## config.mk

```make
export PLATFORM = sky130hd
export DESIGN_NAME = infix_to_postfix_converter_core
export DESIGN_NICKNAME = d
export VERILOG_FILES = /design/src/hw/rtl/itp_pkg.sv /design/src/hw/rtl/itp_front.sv /design/src/hw/rtl/itp_fifo.sv /design/src/hw/rtl/itp_back.sv /design/src/hw/rtl/infix_to_postfix_converter_core.sv
export SDC_FILE = /design/constraint.sdc
export NUM_CORES = 1
export LEC_CHECK = 0
export BUFFER_PORTS_ARGS = -buffer_cell sky130_fd_sc_hd__buf_2
export CELL_PAD_IN_SITES_DETAIL_PLACEMENT = 1
export CELL_PAD_IN_SITES_GLOBAL_PLACEMENT = 2
export CORE_MARGIN = 1
export CORE_UTILIZATION = 36
export CTS_BUF_LIST = sky130_fd_sc_hd__clkbuf_16
export DETAILED_ROUTE_END_ITERATION = 16
export GPL_TIMING_DRIVEN = 0
export PLACE_DENSITY = 0.75
export SETUP_SLACK_MARGIN = 0.4
export SLEW_MARGIN = 25
export SYNTH_ARGS = -nofsm -noshare
export SYNTH_HDL_FRONTEND = slang
export SYNTH_SLANG_ARGS = --single-unit
```

## constraint.sdc

```tcl
create_clock -name clk_i -period 5.4 [get_ports clk_i]
set_clock_uncertainty 0.2 [all_clocks]
set_input_delay 1.35 -clock clk_i [delete_from_list [all_inputs] [get_ports clk_i]]
set_output_delay 1.35 -clock clk_i [all_outputs]
set_load 0.01 [all_outputs]
```

## src/hw/rtl/itp_pkg.sv

```systemverilog
// Shared types, character codes and operator tables for the infix to postfix converter.
// Used by itp_front, itp_fifo, itp_back and the top level; depends on nothing.

package itp_pkg;

  // Default operator stack depth handed to the top level
  localparam int unsigned STACK_DEPTH_DEF = 32;

  // Depth of the command queue between front and back
  localparam int unsigned QUEUE_DEPTH = 2;

  // ASCII codes the converter understands
  localparam logic [7:0] CH_OPEN     = 8'h28;  // '('
  localparam logic [7:0] CH_CLOSE    = 8'h29;  // ')'
  localparam logic [7:0] CH_STAR     = 8'h2A;  // '*'
  localparam logic [7:0] CH_PLUS     = 8'h2B;  // '+'
  localparam logic [7:0] CH_MINUS    = 8'h2D;  // '-'
  localparam logic [7:0] CH_SLASH    = 8'h2F;  // '/'
  localparam logic [7:0] CH_CARET    = 8'h5E;  // '^'
  localparam logic [7:0] CH_DIGIT_LO = 8'h30;  // '0'
  localparam logic [7:0] CH_DIGIT_HI = 8'h39;  // '9'
  localparam logic [7:0] CH_UPPER_LO = 8'h41;  // 'A'
  localparam logic [7:0] CH_UPPER_HI = 8'h5A;  // 'Z'
  localparam logic [7:0] CH_LOWER_LO = 8'h61;  // 'a'
  localparam logic [7:0] CH_LOWER_HI = 8'h7A;  // 'z'

  // Stack entry codes
  localparam int unsigned OPC_W = 3;
  localparam logic [OPC_W-1:0] OPC_OPEN  = 3'd0;
  localparam logic [OPC_W-1:0] OPC_PLUS  = 3'd1;
  localparam logic [OPC_W-1:0] OPC_MINUS = 3'd2;
  localparam logic [OPC_W-1:0] OPC_STAR  = 3'd3;
  localparam logic [OPC_W-1:0] OPC_SLASH = 3'd4;
  localparam logic [OPC_W-1:0] OPC_CARET = 3'd5;

  // Error codes carried on every result beat of a character
  localparam logic [1:0] ERR_NONE      = 2'd0;
  localparam logic [1:0] ERR_OVERFLOW  = 2'd1;
  localparam logic [1:0] ERR_UNMATCHED = 2'd2;

  // Character classes found by the front end
  typedef enum logic [2:0] {
    CMD_NONE  = 3'd0,
    CMD_LIT   = 3'd1,
    CMD_OPEN  = 3'd2,
    CMD_CLOSE = 3'd3,
    CMD_OP    = 3'd4
  } cmd_kind_e;

  // One classified character, as queued from front to back
  typedef struct packed {
    cmd_kind_e        kind;
    logic [OPC_W-1:0] code;
    logic [7:0]       ch;
    logic             last;
  } cmd_t;

  // Character printed for a stack entry
  function automatic logic [7:0] code_char(input logic [OPC_W-1:0] code);
    logic [7:0] c;
    case (code)
      OPC_OPEN:  c = CH_OPEN;
      OPC_PLUS:  c = CH_PLUS;
      OPC_MINUS: c = CH_MINUS;
      OPC_STAR:  c = CH_STAR;
      OPC_SLASH: c = CH_SLASH;
      OPC_CARET: c = CH_CARET;
      default:   c = 8'h00;
    endcase
    return c;
  endfunction

  // Precedence of a stack entry
  function automatic logic [1:0] code_prec(input logic [OPC_W-1:0] code);
    logic [1:0] p;
    case (code)
      OPC_PLUS, OPC_MINUS:  p = 2'd1;
      OPC_STAR, OPC_SLASH:  p = 2'd2;
      OPC_CARET:            p = 2'd3;
      default:              p = 2'd0;
    endcase
    return p;
  endfunction

endpackage

```

## src/hw/rtl/itp_front.sv

```systemverilog
// Front end: accepts input characters and classifies them into commands.
// Depends on itp_pkg; feeds the command queue itp_fifo.

module itp_front (
  input  logic              in_valid_i,
  output logic              in_ready_o,
  input  logic [7:0]        in_char_i,
  input  logic              end_of_expr_i,
  output logic              cmd_valid_o,
  input  logic              cmd_ready_i,
  output itp_pkg::cmd_t     cmd_o
);

  // Pass the handshake straight to the queue
  assign cmd_valid_o = in_valid_i;
  assign in_ready_o  = cmd_ready_i;

  // Classify the character
  always_comb begin
    cmd_o.kind = itp_pkg::CMD_NONE;
    cmd_o.code = itp_pkg::OPC_OPEN;
    cmd_o.ch   = in_char_i;
    cmd_o.last = end_of_expr_i;
    unique case (in_char_i) inside
      [itp_pkg::CH_DIGIT_LO:itp_pkg::CH_DIGIT_HI],
      [itp_pkg::CH_UPPER_LO:itp_pkg::CH_UPPER_HI],
      [itp_pkg::CH_LOWER_LO:itp_pkg::CH_LOWER_HI]: begin
        cmd_o.kind = itp_pkg::CMD_LIT;
      end
      itp_pkg::CH_OPEN: begin
        cmd_o.kind = itp_pkg::CMD_OPEN;
      end
      itp_pkg::CH_CLOSE: begin
        cmd_o.kind = itp_pkg::CMD_CLOSE;
      end
      itp_pkg::CH_PLUS: begin
        cmd_o.kind = itp_pkg::CMD_OP;
        cmd_o.code = itp_pkg::OPC_PLUS;
      end
      itp_pkg::CH_MINUS: begin
        cmd_o.kind = itp_pkg::CMD_OP;
        cmd_o.code = itp_pkg::OPC_MINUS;
      end
      itp_pkg::CH_STAR: begin
        cmd_o.kind = itp_pkg::CMD_OP;
        cmd_o.code = itp_pkg::OPC_STAR;
      end
      itp_pkg::CH_SLASH: begin
        cmd_o.kind = itp_pkg::CMD_OP;
        cmd_o.code = itp_pkg::OPC_SLASH;
      end
      itp_pkg::CH_CARET: begin
        cmd_o.kind = itp_pkg::CMD_OP;
        cmd_o.code = itp_pkg::OPC_CARET;
      end
      default: begin
        cmd_o.kind = itp_pkg::CMD_NONE;
      end
    endcase
  end

endmodule

```

## src/hw/rtl/itp_fifo.sv

```systemverilog
// Short command queue between the front end and the stack engine.
// Depends on itp_pkg for the command type and the queue depth.

module itp_fifo (
  input  logic          clk_i,
  input  logic          rst_ni,
  input  logic          wr_valid_i,
  output logic          wr_ready_o,
  input  itp_pkg::cmd_t wr_data_i,
  output logic          rd_valid_o,
  input  logic          rd_ready_i,
  output itp_pkg::cmd_t rd_data_o
);

  localparam int unsigned PtrW = (itp_pkg::QUEUE_DEPTH > 1) ? $clog2(itp_pkg::QUEUE_DEPTH) : 1;
  localparam int unsigned CntW = $clog2(itp_pkg::QUEUE_DEPTH + 1);
  localparam logic [PtrW-1:0] LastPtr = PtrW'(itp_pkg::QUEUE_DEPTH - 1);

  itp_pkg::cmd_t   entry_q [itp_pkg::QUEUE_DEPTH];
  logic [PtrW-1:0] wr_ptr_q, wr_ptr_d;
  logic [PtrW-1:0] rd_ptr_q, rd_ptr_d;
  logic [CntW-1:0] cnt_q, cnt_d;
  logic            do_wr, do_rd;

  assign wr_ready_o = (cnt_q != CntW'(itp_pkg::QUEUE_DEPTH));
  assign rd_valid_o = (cnt_q != '0);
  assign rd_data_o  = entry_q[rd_ptr_q];
  assign do_wr      = wr_valid_i && wr_ready_o;
  assign do_rd      = rd_valid_o && rd_ready_i;

  // Advance pointers and occupancy
  always_comb begin
    wr_ptr_d = wr_ptr_q;
    rd_ptr_d = rd_ptr_q;
    cnt_d    = cnt_q;
    if (do_wr) begin
      wr_ptr_d = (wr_ptr_q == LastPtr) ? '0 : wr_ptr_q + PtrW'(1);
    end
    if (do_rd) begin
      rd_ptr_d = (rd_ptr_q == LastPtr) ? '0 : rd_ptr_q + PtrW'(1);
    end
    if (do_wr && !do_rd) begin
      cnt_d = cnt_q + CntW'(1);
    end else if (do_rd && !do_wr) begin
      cnt_d = cnt_q - CntW'(1);
    end
  end

  always_ff @(posedge clk_i or negedge rst_ni) begin
    if (!rst_ni) begin
      wr_ptr_q <= '0;
      rd_ptr_q <= '0;
      cnt_q    <= '0;
    end else begin
      wr_ptr_q <= wr_ptr_d;
      rd_ptr_q <= rd_ptr_d;
      cnt_q    <= cnt_d;
    end
  end

  // Hold the payload of each slot
  always_ff @(posedge clk_i) begin
    if (do_wr) begin
      entry_q[wr_ptr_q] <= wr_data_i;
    end
  end

endmodule

```

## src/hw/rtl/itp_back.sv

```systemverilog
// Back end: runs queued commands against the operator stack and drives result beats.
// Depends on itp_pkg; holds the stack memory and the output register.

module itp_back #(
  parameter int unsigned STACK_DEPTH = itp_pkg::STACK_DEPTH_DEF
) (
  input  logic          clk_i,
  input  logic          rst_ni,
  input  logic          cmd_valid_i,
  output logic          cmd_ready_o,
  input  itp_pkg::cmd_t cmd_i,
  output logic          out_valid_o,
  input  logic          out_ready_i,
  output logic [7:0]    out_char_o,
  output logic          char_valid_o,
  output logic          out_last_o,
  output logic [1:0]    error_o
);

  localparam int unsigned CntW = $clog2(STACK_DEPTH + 1);
  localparam int unsigned IdxW = $clog2(STACK_DEPTH);
  localparam logic [CntW-1:0] Full = CntW'(STACK_DEPTH);
  localparam logic [CntW-1:0] One  = CntW'(1);
  localparam logic [CntW-1:0] Two  = CntW'(2);

  typedef enum logic [2:0] {
    ST_MAIN  = 3'b001,
    ST_FLUSH = 3'b010,
    ST_MARK  = 3'b100
  } back_state_e;

  back_state_e              state_q, state_d;
  logic [CntW-1:0]          count_q, count_d;
  logic [CntW-1:0]          paren_q, paren_d;
  logic [1:0]               err_q, err_d;
  logic                     emitted_q, emitted_d;
  logic [itp_pkg::OPC_W-1:0] mem_q [STACK_DEPTH];
  logic [itp_pkg::OPC_W-1:0] rd_data_q;
  logic [itp_pkg::OPC_W-1:0] top;
  logic [CntW-1:0]          rd_cnt;
  logic [IdxW-1:0]          rd_addr, wr_addr;
  logic                     push;
  logic [itp_pkg::OPC_W-1:0] push_code;
  logic                     out_free, stack_nz, stack_full, top_is_op;
  logic                     emit, e_valid, e_last;
  logic [7:0]               e_char;
  logic [1:0]               e_err;
  logic                     finish, fin_em;
  logic [1:0]               fin_err;
  logic                     out_valid_q;
  logic [7:0]               out_char_q;
  logic                     char_valid_q, out_last_q;
  logic [1:0]               error_q;

  // The read register always mirrors the entry under the stack pointer
  assign top        = rd_data_q;
  assign stack_nz   = (count_q != '0);
  assign stack_full = (count_q == Full);
  assign top_is_op  = stack_nz && (top != itp_pkg::OPC_OPEN);
  assign out_free   = !out_valid_q || out_ready_i;

  // Step through the current command
  always_comb begin
    state_d   = state_q;
    count_d   = count_q;
    paren_d   = paren_q;
    err_d     = err_q;
    emitted_d = emitted_q;
    push      = 1'b0;
    push_code = itp_pkg::OPC_OPEN;
    emit      = 1'b0;
    e_char    = 8'h00;
    e_valid   = 1'b1;
    e_last    = 1'b0;
    e_err     = itp_pkg::ERR_NONE;
    cmd_ready_o = 1'b0;
    finish    = 1'b0;
    fin_err   = itp_pkg::ERR_NONE;

    unique case (state_q)
      ST_MAIN: begin
        if (cmd_valid_i) begin
          case (cmd_i.kind)
            itp_pkg::CMD_LIT: begin
              if (out_free) begin
                emit   = 1'b1;
                e_char = cmd_i.ch;
                e_last = cmd_i.last && !stack_nz;
                finish = 1'b1;
              end
            end
            itp_pkg::CMD_OPEN: begin
              if (stack_full) begin
                fin_err = itp_pkg::ERR_OVERFLOW;
              end else begin
                push    = 1'b1;
                count_d = count_q + One;
                paren_d = paren_q + One;
              end
              finish = 1'b1;
            end
            itp_pkg::CMD_CLOSE: begin
              if (top_is_op) begin
                if (out_free) begin
                  emit    = 1'b1;
                  e_char  = itp_pkg::code_char(top);
                  // Final beat when nothing, or only the lone open bracket, lies beneath
                  e_last  = cmd_i.last &&
                            ((count_q == One) || ((count_q == Two) && (paren_q == One)));
                  e_err   = (paren_q == '0) ? itp_pkg::ERR_UNMATCHED : itp_pkg::ERR_NONE;
                  count_d = count_q - One;
                end
              end else if (stack_nz) begin
                // Drop the matching open parenthesis
                count_d = count_q - One;
                paren_d = paren_q - One;
                finish  = 1'b1;
              end else begin
                fin_err = itp_pkg::ERR_UNMATCHED;
                finish  = 1'b1;
              end
            end
            itp_pkg::CMD_OP: begin
              if (top_is_op &&
                  (itp_pkg::code_prec(top) >= itp_pkg::code_prec(cmd_i.code))) begin
                if (out_free) begin
                  emit    = 1'b1;
                  e_char  = itp_pkg::code_char(top);
                  count_d = count_q - One;
                end
              end else begin
                if (stack_full) begin
                  fin_err = itp_pkg::ERR_OVERFLOW;
                end else begin
                  push      = 1'b1;
                  push_code = cmd_i.code;
                  count_d   = count_q + One;
                end
                finish = 1'b1;
              end
            end
            default: begin
              finish = 1'b1;
            end
          endcase
          if (emit) begin
            emitted_d = 1'b1;
          end
        end
      end
      ST_FLUSH: begin
        if (out_free) begin
          emit    = 1'b1;
          e_char  = itp_pkg::code_char(top);
          e_last  = (count_q == One);
          e_err   = err_q;
          count_d = count_q - One;
          if (top == itp_pkg::OPC_OPEN) begin
            paren_d = paren_q - One;
          end
          if (count_q == One) begin
            cmd_ready_o = 1'b1;
            emitted_d   = 1'b0;
            paren_d     = '0;
            state_d     = ST_MAIN;
          end
        end
      end
      ST_MARK: begin
        if (out_free) begin
          emit        = 1'b1;
          e_valid     = 1'b0;
          e_last      = cmd_i.last;
          e_err       = err_q;
          cmd_ready_o = 1'b1;
          emitted_d   = 1'b0;
          state_d     = ST_MAIN;
        end
      end
      default: begin
        state_d = ST_MAIN;
      end
    endcase

    // Close the character: flush, send a bare marker, or retire it
    fin_em = emitted_q || emit;
    if (finish) begin
      if (cmd_i.last && (count_d != '0)) begin
        err_d   = fin_err;
        state_d = ST_FLUSH;
      end else if ((cmd_i.last || (fin_err != itp_pkg::ERR_NONE)) && !fin_em) begin
        err_d   = fin_err;
        state_d = ST_MARK;
      end else begin
        cmd_ready_o = 1'b1;
        emitted_d   = 1'b0;
      end
    end
  end

  always_ff @(posedge clk_i or negedge rst_ni) begin
    if (!rst_ni) begin
      state_q   <= ST_MAIN;
      count_q   <= '0;
      paren_q   <= '0;
      err_q     <= itp_pkg::ERR_NONE;
      emitted_q <= 1'b0;
    end else begin
      state_q   <= state_d;
      count_q   <= count_d;
      paren_q   <= paren_d;
      err_q     <= err_d;
      emitted_q <= emitted_d;
    end
  end

  // Stack memory with a registered read of the next top, bypassing a same-cycle push
  assign rd_cnt  = count_d - One;
  assign rd_addr = rd_cnt[IdxW-1:0];
  assign wr_addr = count_q[IdxW-1:0];

  always_ff @(posedge clk_i) begin
    if (push) begin
      mem_q[wr_addr] <= push_code;
    end
    if (push && (wr_addr == rd_addr)) begin
      rd_data_q <= push_code;
    end else begin
      rd_data_q <= mem_q[rd_addr];
    end
  end

  // Output register: hold a beat until the sink takes it
  always_ff @(posedge clk_i or negedge rst_ni) begin
    if (!rst_ni) begin
      out_valid_q <= 1'b0;
    end else if (emit) begin
      out_valid_q <= 1'b1;
    end else if (out_ready_i) begin
      out_valid_q <= 1'b0;
    end
  end

  always_ff @(posedge clk_i) begin
    if (emit) begin
      out_char_q   <= e_char;
      char_valid_q <= e_valid;
      out_last_q   <= e_last;
      error_q      <= e_err;
    end
  end

  assign out_valid_o  = out_valid_q;
  assign out_char_o   = out_char_q;
  assign char_valid_o = char_valid_q;
  assign out_last_o   = out_last_q;
  assign error_o      = error_q;

  // Stack pointer never passes the depth
  a_count_bound: assert property (@(posedge clk_i) disable iff (!rst_ni)
    count_q <= Full)
    else $error("stack pointer beyond depth");

  // Open parentheses on the stack never outnumber its entries
  a_paren_bound: assert property (@(posedge clk_i) disable iff (!rst_ni)
    paren_q <= count_q)
    else $error("parenthesis count exceeds stack pointer");

  // A flush only runs on a non-empty stack
  a_flush_nonempty: assert property (@(posedge clk_i) disable iff (!rst_ni)
    (state_q == ST_FLUSH) |-> stack_nz)
    else $error("flush on empty stack");

  // A bare marker is only sent for a character that sent nothing else
  a_mark_alone: assert property (@(posedge clk_i) disable iff (!rst_ni)
    (state_q == ST_MARK) |-> !emitted_q)
    else $error("bare marker after emitted beats");

  // Push never lands on a full stack
  a_no_push_full: assert property (@(posedge clk_i) disable iff (!rst_ni)
    push |-> !stack_full)
    else $error("push on full stack");

endmodule

```

## src/hw/rtl/infix_to_postfix_converter_core.sv

```systemverilog
// Top level of the infix to postfix converter (shunting-yard, one character a beat).
// Depends on itp_pkg, itp_front, itp_fifo and itp_back.
//
//  channel | direction | handshake              | payload
//  --------+-----------+------------------------+-----------------------------------------
//  in      | sink      | in_valid_i / in_ready_o | in_char_i, end_of_expr_i
//  out     | source    | out_valid_o/out_ready_i | out_char_o, char_valid_o, out_last_o, error_o
//
// In the stack engine a literal gives one result beat and so does each operator a character pops;
// one that emits nothing but ends an expression or raises an error sends a bare marker, and
// the last character of an expression also flushes every entry left on the stack.
// One stack pop per cycle while the output is not stalled, limited by the single stack
// memory read port, sets the rate. The first result beat of a character passes through
// the queue and then the output register.
// Reset (rst_ni low, asynchronous) empties the stack, the queue and the output register.
// A stalled output holds the engine; the two-entry queue keeps taking input until it fills.

module infix_to_postfix_converter_core #(
  parameter int unsigned STACK_DEPTH = itp_pkg::STACK_DEPTH_DEF
) (
  input  logic       clk_i,
  input  logic       rst_ni,
  input  logic       in_valid_i,
  output logic       in_ready_o,
  input  logic [7:0] in_char_i,
  input  logic       end_of_expr_i,
  output logic       out_valid_o,
  input  logic       out_ready_i,
  output logic [7:0] out_char_o,
  output logic       char_valid_o,
  output logic       out_last_o,
  output logic [1:0] error_o
);

  logic          fr_valid, fr_ready;
  itp_pkg::cmd_t fr_cmd;
  logic          bk_valid, bk_ready;
  itp_pkg::cmd_t bk_cmd;

  // Classify incoming characters
  itp_front u_front (
    .in_valid_i    (in_valid_i),
    .in_ready_o    (in_ready_o),
    .in_char_i     (in_char_i),
    .end_of_expr_i (end_of_expr_i),
    .cmd_valid_o   (fr_valid),
    .cmd_ready_i   (fr_ready),
    .cmd_o         (fr_cmd)
  );

  // Decouple front and back
  itp_fifo u_fifo (
    .clk_i      (clk_i),
    .rst_ni     (rst_ni),
    .wr_valid_i (fr_valid),
    .wr_ready_o (fr_ready),
    .wr_data_i  (fr_cmd),
    .rd_valid_o (bk_valid),
    .rd_ready_i (bk_ready),
    .rd_data_o  (bk_cmd)
  );

  // Run the stack and drive result beats
  itp_back #(
    .STACK_DEPTH (STACK_DEPTH)
  ) u_back (
    .clk_i        (clk_i),
    .rst_ni       (rst_ni),
    .cmd_valid_i  (bk_valid),
    .cmd_ready_o  (bk_ready),
    .cmd_i        (bk_cmd),
    .out_valid_o  (out_valid_o),
    .out_ready_i  (out_ready_i),
    .out_char_o   (out_char_o),
    .char_valid_o (char_valid_o),
    .out_last_o   (out_last_o),
    .error_o      (error_o)
  );

endmodule

```

# Word-level counts from Yosys, hierarchy flattened

Memories as Yosys holds them, arrays and structs flattened. A register that Yosys moved wholly into a read port is not among the register bits.
Cells that the tools add are included.

Add/subtract/negate cells: 9
Order comparisons: 7
Equality and inequality tests: 36
Mux-type cells: 115
Reduce and logical (&&, ||, !) cells: 43

Operators by type and width:

| kind                | number |
|---|---|
| $mux 6              | 13 |
| $eq 8x6->1 const B  | 6 |
| $mux 1              | 44 |
| $pmux 7 s6          | 1 |
| $mux 2              | 20 |
| $mux 8              | 5 |
| $pmux 6 s2          | 3 |
| $mux 3              | 11 |
| $pmux 8 s3          | 1 |
| $eq 3x2->1 const B  | 7 |
| $eq 3x3->1 const B  | 6 |
| $pmux 2 s3          | 3 |
| $pmux 6 s3          | 1 |
| $ge 8x7->1 const B  | 2 |
| $le 8x7->1 const B  | 2 |
| $pmux 8 s2          | 1 |
| $pmux 3 s5          | 1 |
| $logic_and 1x1->1   | 14 |
| $add 6x1->6 const B | 2 |
| $eq 3x1->1 const B  | 4 |
| $eq 6x1->1 const B  | 2 |
| $pmux 1 s3          | 4 |
| $pmux 3 s4          | 1 |
| $reduce_bool 2->1   | 6 |
| other kinds (30)    | 50 |

Bits in registers: 35
Memory bits (writable): 126
Bits of input ports: 13
Output and inout bits: 14
Word-level logic and storage cells: 225
Memories: 2

Memory list:

| name           | words | width | read ports | clocked after memory_dff | wr ports | RTL line       | source |
|---|---|---|---|---|---|---|---|
| u_back.mem_q   | 32    | 3     | 1          | 1                        | 1        | itp_back.sv:37 | `logic [itp_pkg::OPC_W-1:0] mem_q [STACK_DEPTH];` |
| u_fifo.entry_q | 2     | 15    | 1          | 0                        | 1        | itp_fifo.sv:19 | `itp_pkg::cmd_t entry_q [itp_pkg::QUEUE_DEPTH];` |

# Logic depth before layout (Yosys ltp)

An unclocked memory read counts as a cell.

Depth after elaboration: 25
Depth in mapped cells: 29

# By module

Synthesis repeated with hierarchy kept, for this count alone.

Cells, all modules: 690
Area total of the unflattened synthesis: 8395.6 um2

By module, submodules not included:

| module    | instances | cells an instance | area each (um2) |
|---|---|---|---|
| itp_back  | 1         | 583               | 6779.0 |
| itp_fifo  | 1         | 65                | 1331.3 |
| itp_front | 1         | 42                | 285.3 |

# Worst setup path after synthesis

OpenSTA, ideal clock, no wires.

Kind: reg2reg
Start point: register with a tool-made name
End point: register u_fifo.cnt_q[1]
Setup time: 0.079 ns
Arrival time: 5.176 ns
Data required time: 5.121 ns
Path slack: -0.055 ns
Stages on the path, launching flop included: 25
Path buffers: 3
Clock period less this slack: 5.455 ns
Path through: dfxtp_1 -> buf_6 -> buf_6 -> mux4_2 -> mux4_2 -> mux2i_2 -> buf_2 -> mux2i_1 -> ha_1 -> nand2b_1 -> a21oi_1 -> o21ai_0 -> a21oi_1 -> a31oi_1 -> o211ai_1 -> xnor2_1 -> ha_1 -> inv_1 -> nor2_1 -> nand4_2 -> nand2_1 -> a21oi_1 -> ha_1 -> nor2_1 -> xor2_1

RTL lines:

| element              | RTL line       | source |
|---|---|---|
| to (signal assigned) | itp_fifo.sv:57 | `cnt_q <= cnt_d;` |
| to (decl)            | itp_fifo.sv:22 | `logic [CntW-1:0] cnt_q, cnt_d;` |

==> key figures <==
Placed design
  • Gpl congestion: 0.854
  • Port-buffer cells: 26
  • Pre-CTS setup slack: -1.25 ns
  • Hpwl dp: 15.2 mm

Worst setup path
  • Worst setup SP type: flip-flop
  • Worst r2r dst: u_fifo.cnt_q[1]
  • Worst Setup EP: u_fifo.cnt_q[1]
  • CP Data Required Time: 5.55 ns
  • Maximum fanout along the worst path: 5
  • Worst Path Arrival: 5.58 ns
  • Crit path capture type: flip-flop
  • R2r setup slk: -0.03 ns
  • Worst R2R Path Depth: 27
  • Kind of critical path: reg2reg

Clocking
  • CTS tree: done
  • CTS Sinks: approximately 170
  • Hold buffers post-CTS: 0
  • H-tree Lvls: 4
  • Clock Tree Buf Depth: 2
  • Clk root buf: clkbuf_16
  • Worst-skew pair later-pin latency: between 0.4 and 0.5 ns
  • Clk pin slew, worst setup/hold paths: about 0.07 ns
  • Num CTS Buffers: 17

Cells and area
  • Share of layout cells above drive strength 1: 24.1%
  • Fin nets: 740
  • Synthesis-to-layout area growth: 19.0%
  • Final core utilization: 43.9%
  • N_diodes: 0
  • Commonest non-fill, non-tap cell in the layout: edfxtp_1
  • Layout fillers: approximately 2,200
  • Area of the multi-input gates: between 3000 and 4000 um^2
  • Seq. cell area: 4820 um^2
  • Top library cells by usage in the layout, fill and taps aside: 138 x edfxtp_1, 55 x nor2_1, 43 x nand2_1

Synth
  • Synth Area in Compound Gates: between 9 and 10%
  • Synth Flop Type: edfxtp_1
  • Syn_nets: 670
  • Yosys warnings: 0
  • Post-Synth Simple-Gate Area: approximately 14%
  • Main combinational cell family by area after synthesis: simple AND/OR/NAND/NOR gates
  • Mux contribution to synthesized area: 10.7%
  • Post-synthesis xor/xnor area fraction: under 10%
  • Syn Inst Count: between 600 and 700
  • Netlist cell types: 68
  • Flops & latches, synth: ~170
  • Number of synthesized flops with an enable pin: 138
  • Cell area after synthesis: 8090 um^2
  • Seq/Total Area, Yosys: 59.6%
  • Adder-cell share of the synthesized area: 1.70%
  • Avg Inst Size Synth: 12.5 um^2
  • Async SR Flop Fraction: around 14%

Detailed routing
  • Total iterations of the first detailed-routing run: 4
  • Wire per inst: approximately 22 um
  • Final wirelength: between 20 and 25 mm
  • Total number of vias: between 5,000 and 6,000
  • Antenna viol nets, final: 0
  • Initial detailed-routing violation count: roughly 330
  • DRC: 0
  • Drt via density: 5.44

Power
  • Sequential share of power: ~32%
  • Peak VDD IR: 315 uV
  • Combinational Power Share: 44.8%
  • Power Total: approximately 5.4 mW
  • Clk pwr share: 22.8%
  • Psw: 2.09 mW
  • Sw Ratio: 38.8%
  • Pwr/cell area: 560 nW/um^2
  • Lkg Pwr: 3.35 nW
  • Cell-internal power: 3.30 mW

GRT
  • Remaining global-route overflow: 0
  • Initial antenna violation count: 0
  • Largest net degree at the start of global routing: 33
  • Gr usage total: 19.6%
  • First-pass GRT wire length: 34.3 mm
  • Vias in the first global route: roughly 6,000

Floorplan
  • IO Pins: 27
  • Die width: 152 um
  • Initial Util: 36.9%
  • Die area: 23,100 um^2
  • Rows: 54
  • Chip Height: 152 um
  • Core area: 22,000 um^2

STA
  • Fmax: 184 MHz
  • Hold Violations, Final: 0
  • Worst-Margin Slew: 0.938 ns
  • Post-layout min period: 5.43 ns
  • RSZ-0062 raised after global routing: yes
  • Max_slew headroom: 36.8%
  • Final Max Slew Viols: 0
  • # setup viols final: 3
  • Final worst setup slack: -0.0275 ns
  • Period utilization: 101%

Run
  • Max Cap Viol: 0

Status
  • Status: finished with violations
  • Failing checks: setup timing

Hold path
  • Hold crit path type: reg2reg
[cells by family (layout without fill, tap and decap cells)]
| logic type | count (synthesis) | count (layout) |
|---|---|---|
| simple gates | 232 | 232 |
| flops | 166 | 166 |
| compound gates | 114 | 114 |
| mux | 60 | 60 |
| buf+inv | 45 | 128 |
| xor+xnor | 18 | 18 |
| fa+ha+maj | 11 | 11 |
[stage by stage]
stage | instances | cell area, um^2 | setup TNS (ns) | hold slack, ns
after floorplan | 646 | 8150 | 0 | 0.248
after global placement | 952 | 8630 | -96.38 | 0.271
after detailed placement | 952 | 8650 | -21.26 | 0.287
after CTS | 1006 | 9550 | -0.0241 | 0.300
after global routing | 1009 | 9640 | -0.655 | 0.330
final | 1009 | 9640 | -0.0561 | 0.298
[synth_stat cells (all sizes together) (5+ instances only)]
library cell | number | area, um^2
mux2 | 5 | 60.1
and3 | 9 | 56.3
ha | 11 | 138
inv | 19 | 71.3
nand3b | 5 | 37.5
xnor2 | 12 | 105
mux4 | 20 | 450
dfrtp | 22 | 551
nor3 | 13 | 76.3
clkbuf | 17 | 63.8
nand3 | 18 | 90.1
buf | 9 | 67.6
mux2i | 35 | 354
nand4 | 7 | 50.1
a21oi | 22 | 110
or2 | 7 | 43.8
nor2b | 8 | 50.1
nand2 | 49 | 184
a22oi | 5 | 37.5
dfxtp | 5 | 100
a31oi | 8 | 50.1
or3 | 6 | 37.5
xor2 | 6 | 52.6
o21ai | 34 | 170
edfxtp | 138 | 4140
a211oi | 6 | 50.1
nor2 | 75 | 282
nand2b | 11 | 68.8
o22ai | 6 | 37.5
[layer usage]
| layer | track usage [%] | part of all wire (%) | vias to the layer above |
|---|---|---|---|
| li1 | - | - | 2590 |
| met4 | 6.37 | 1.9 | 0 |
| met2 | 34.8 | 52 | 97 |
| met3 | 3.42 | 3.3 | 36 |
| met1 | 24.2 | 43 | 2767 |
| met5 | 0 | 0 | - |
[power by group through the flow]
stage / Clock, mW / Combinational, mW / Sequential, mW
3_3_place_gp: 0 / 1.99 / 1.76
5_1_grt: 1.30 / 2.63 / 1.77
2_1_floorplan: 0 / 1.46 / 1.75
4_1_cts: 1.25 / 2.37 / 1.75
3_5_place_dp: 0 / 2.06 / 1.77
6_report: 1.23 / 2.42 / 1.75
[flip-flops by register name, summed over array words and instances (netlist names), named ones only]
| signal | cells |
|---|---|
| u_fifo.wr_ptr_q | 1 |
| u_back.out_valid_o | 1 |
| u_back.out_last_o | 1 |
| u_back.error_o | 2 |
| u_fifo.entry_q | 30 |
| u_back.count_q | 6 |
| u_fifo.cnt_q | 2 |
| u_back.char_valid_o | 1 |
| u_back.state_q | 3 |
| u_fifo.rd_ptr_q | 1 |
| u_back.emitted_q | 1 |
| u_back.err_q | 2 |
| u_back.mem_q | 96 |
| u_back.out_char_o | 8 |
| u_back.paren_q | 6 |
[critical path, stage by stage (launching register included)]
cell	delay [ns]
dfxtp_2	0.33
buf_8	0.15
buf_12	0.15
mux4_2	0.53
mux4_2	0.51
mux2_4	0.32
nor3_4	0.15
buf_6	0.12
mux2i_1	0.06
ha_1	0.27
nand2b_4	0.15
a21oi_4	0.18
o21ai_4	0.09
o21ai_2	0.15
a21oi_2	0.07
o21ai_0	0.19
o211ai_1	0.20
xnor2_2	0.20
ha_2	0.22
inv_2	0.05
nor2_4	0.13
nand4_4	0.16
nand2_2	0.12
a21oi_2	0.07
ha_4	0.16
xor2_1	0.13
nor2_1	0.12
xor2_1	0.16
[area by class of cell]
type | instances | share of cell area (%)
plain buffers | 26 | 1.77
repair buffers | 51 | 3.54
multi-input cells | 435 | 34.1
flip-flops and latches | 166 | 50.0
well taps | 280 | 3.64
clock buffers | 17 | 4.42
clock inverters | 15 | 1.74
inverters | 19 | 0.740
[timing repair]
| action | 4_1_cts | 5_1_grt |
|---|---|---|
| resized for setup | 28 | 25 |
| pin swaps | 12 | 3 |
| hold endpoints to repair | 0 | 0 |
| buffers inserted | 21 | 3 |
| setup endpoints to repair | 230 | 109 |
| cloned | 1 | 0 |
[worst min-delay path by stage]
| stage | startpoint | cells after the start | slack (ns) | end |
|---|---|---|---|---|
| 2_1_floorplan | u_back.paren_q[5] | 1 | 0.25 | u_back.paren_q[5] |
| 4_1_cts | u_back.paren_q[5] | 1 | 0.30 | u_back.paren_q[5] |
| 6_report | u_back.paren_q[5] | 1 | 0.30 | u_back.paren_q[5] |
| 3_5_place_dp | u_back.paren_q[5] | 1 | 0.29 | u_back.paren_q[5] |
| 5_1_grt | u_back.paren_q[5] | 1 | 0.33 | u_back.paren_q[5] |
| 3_3_place_gp | u_back.paren_q[5] | 1 | 0.27 | u_back.paren_q[5] |
Note: power is estimated with default switching activity, not from simulation.
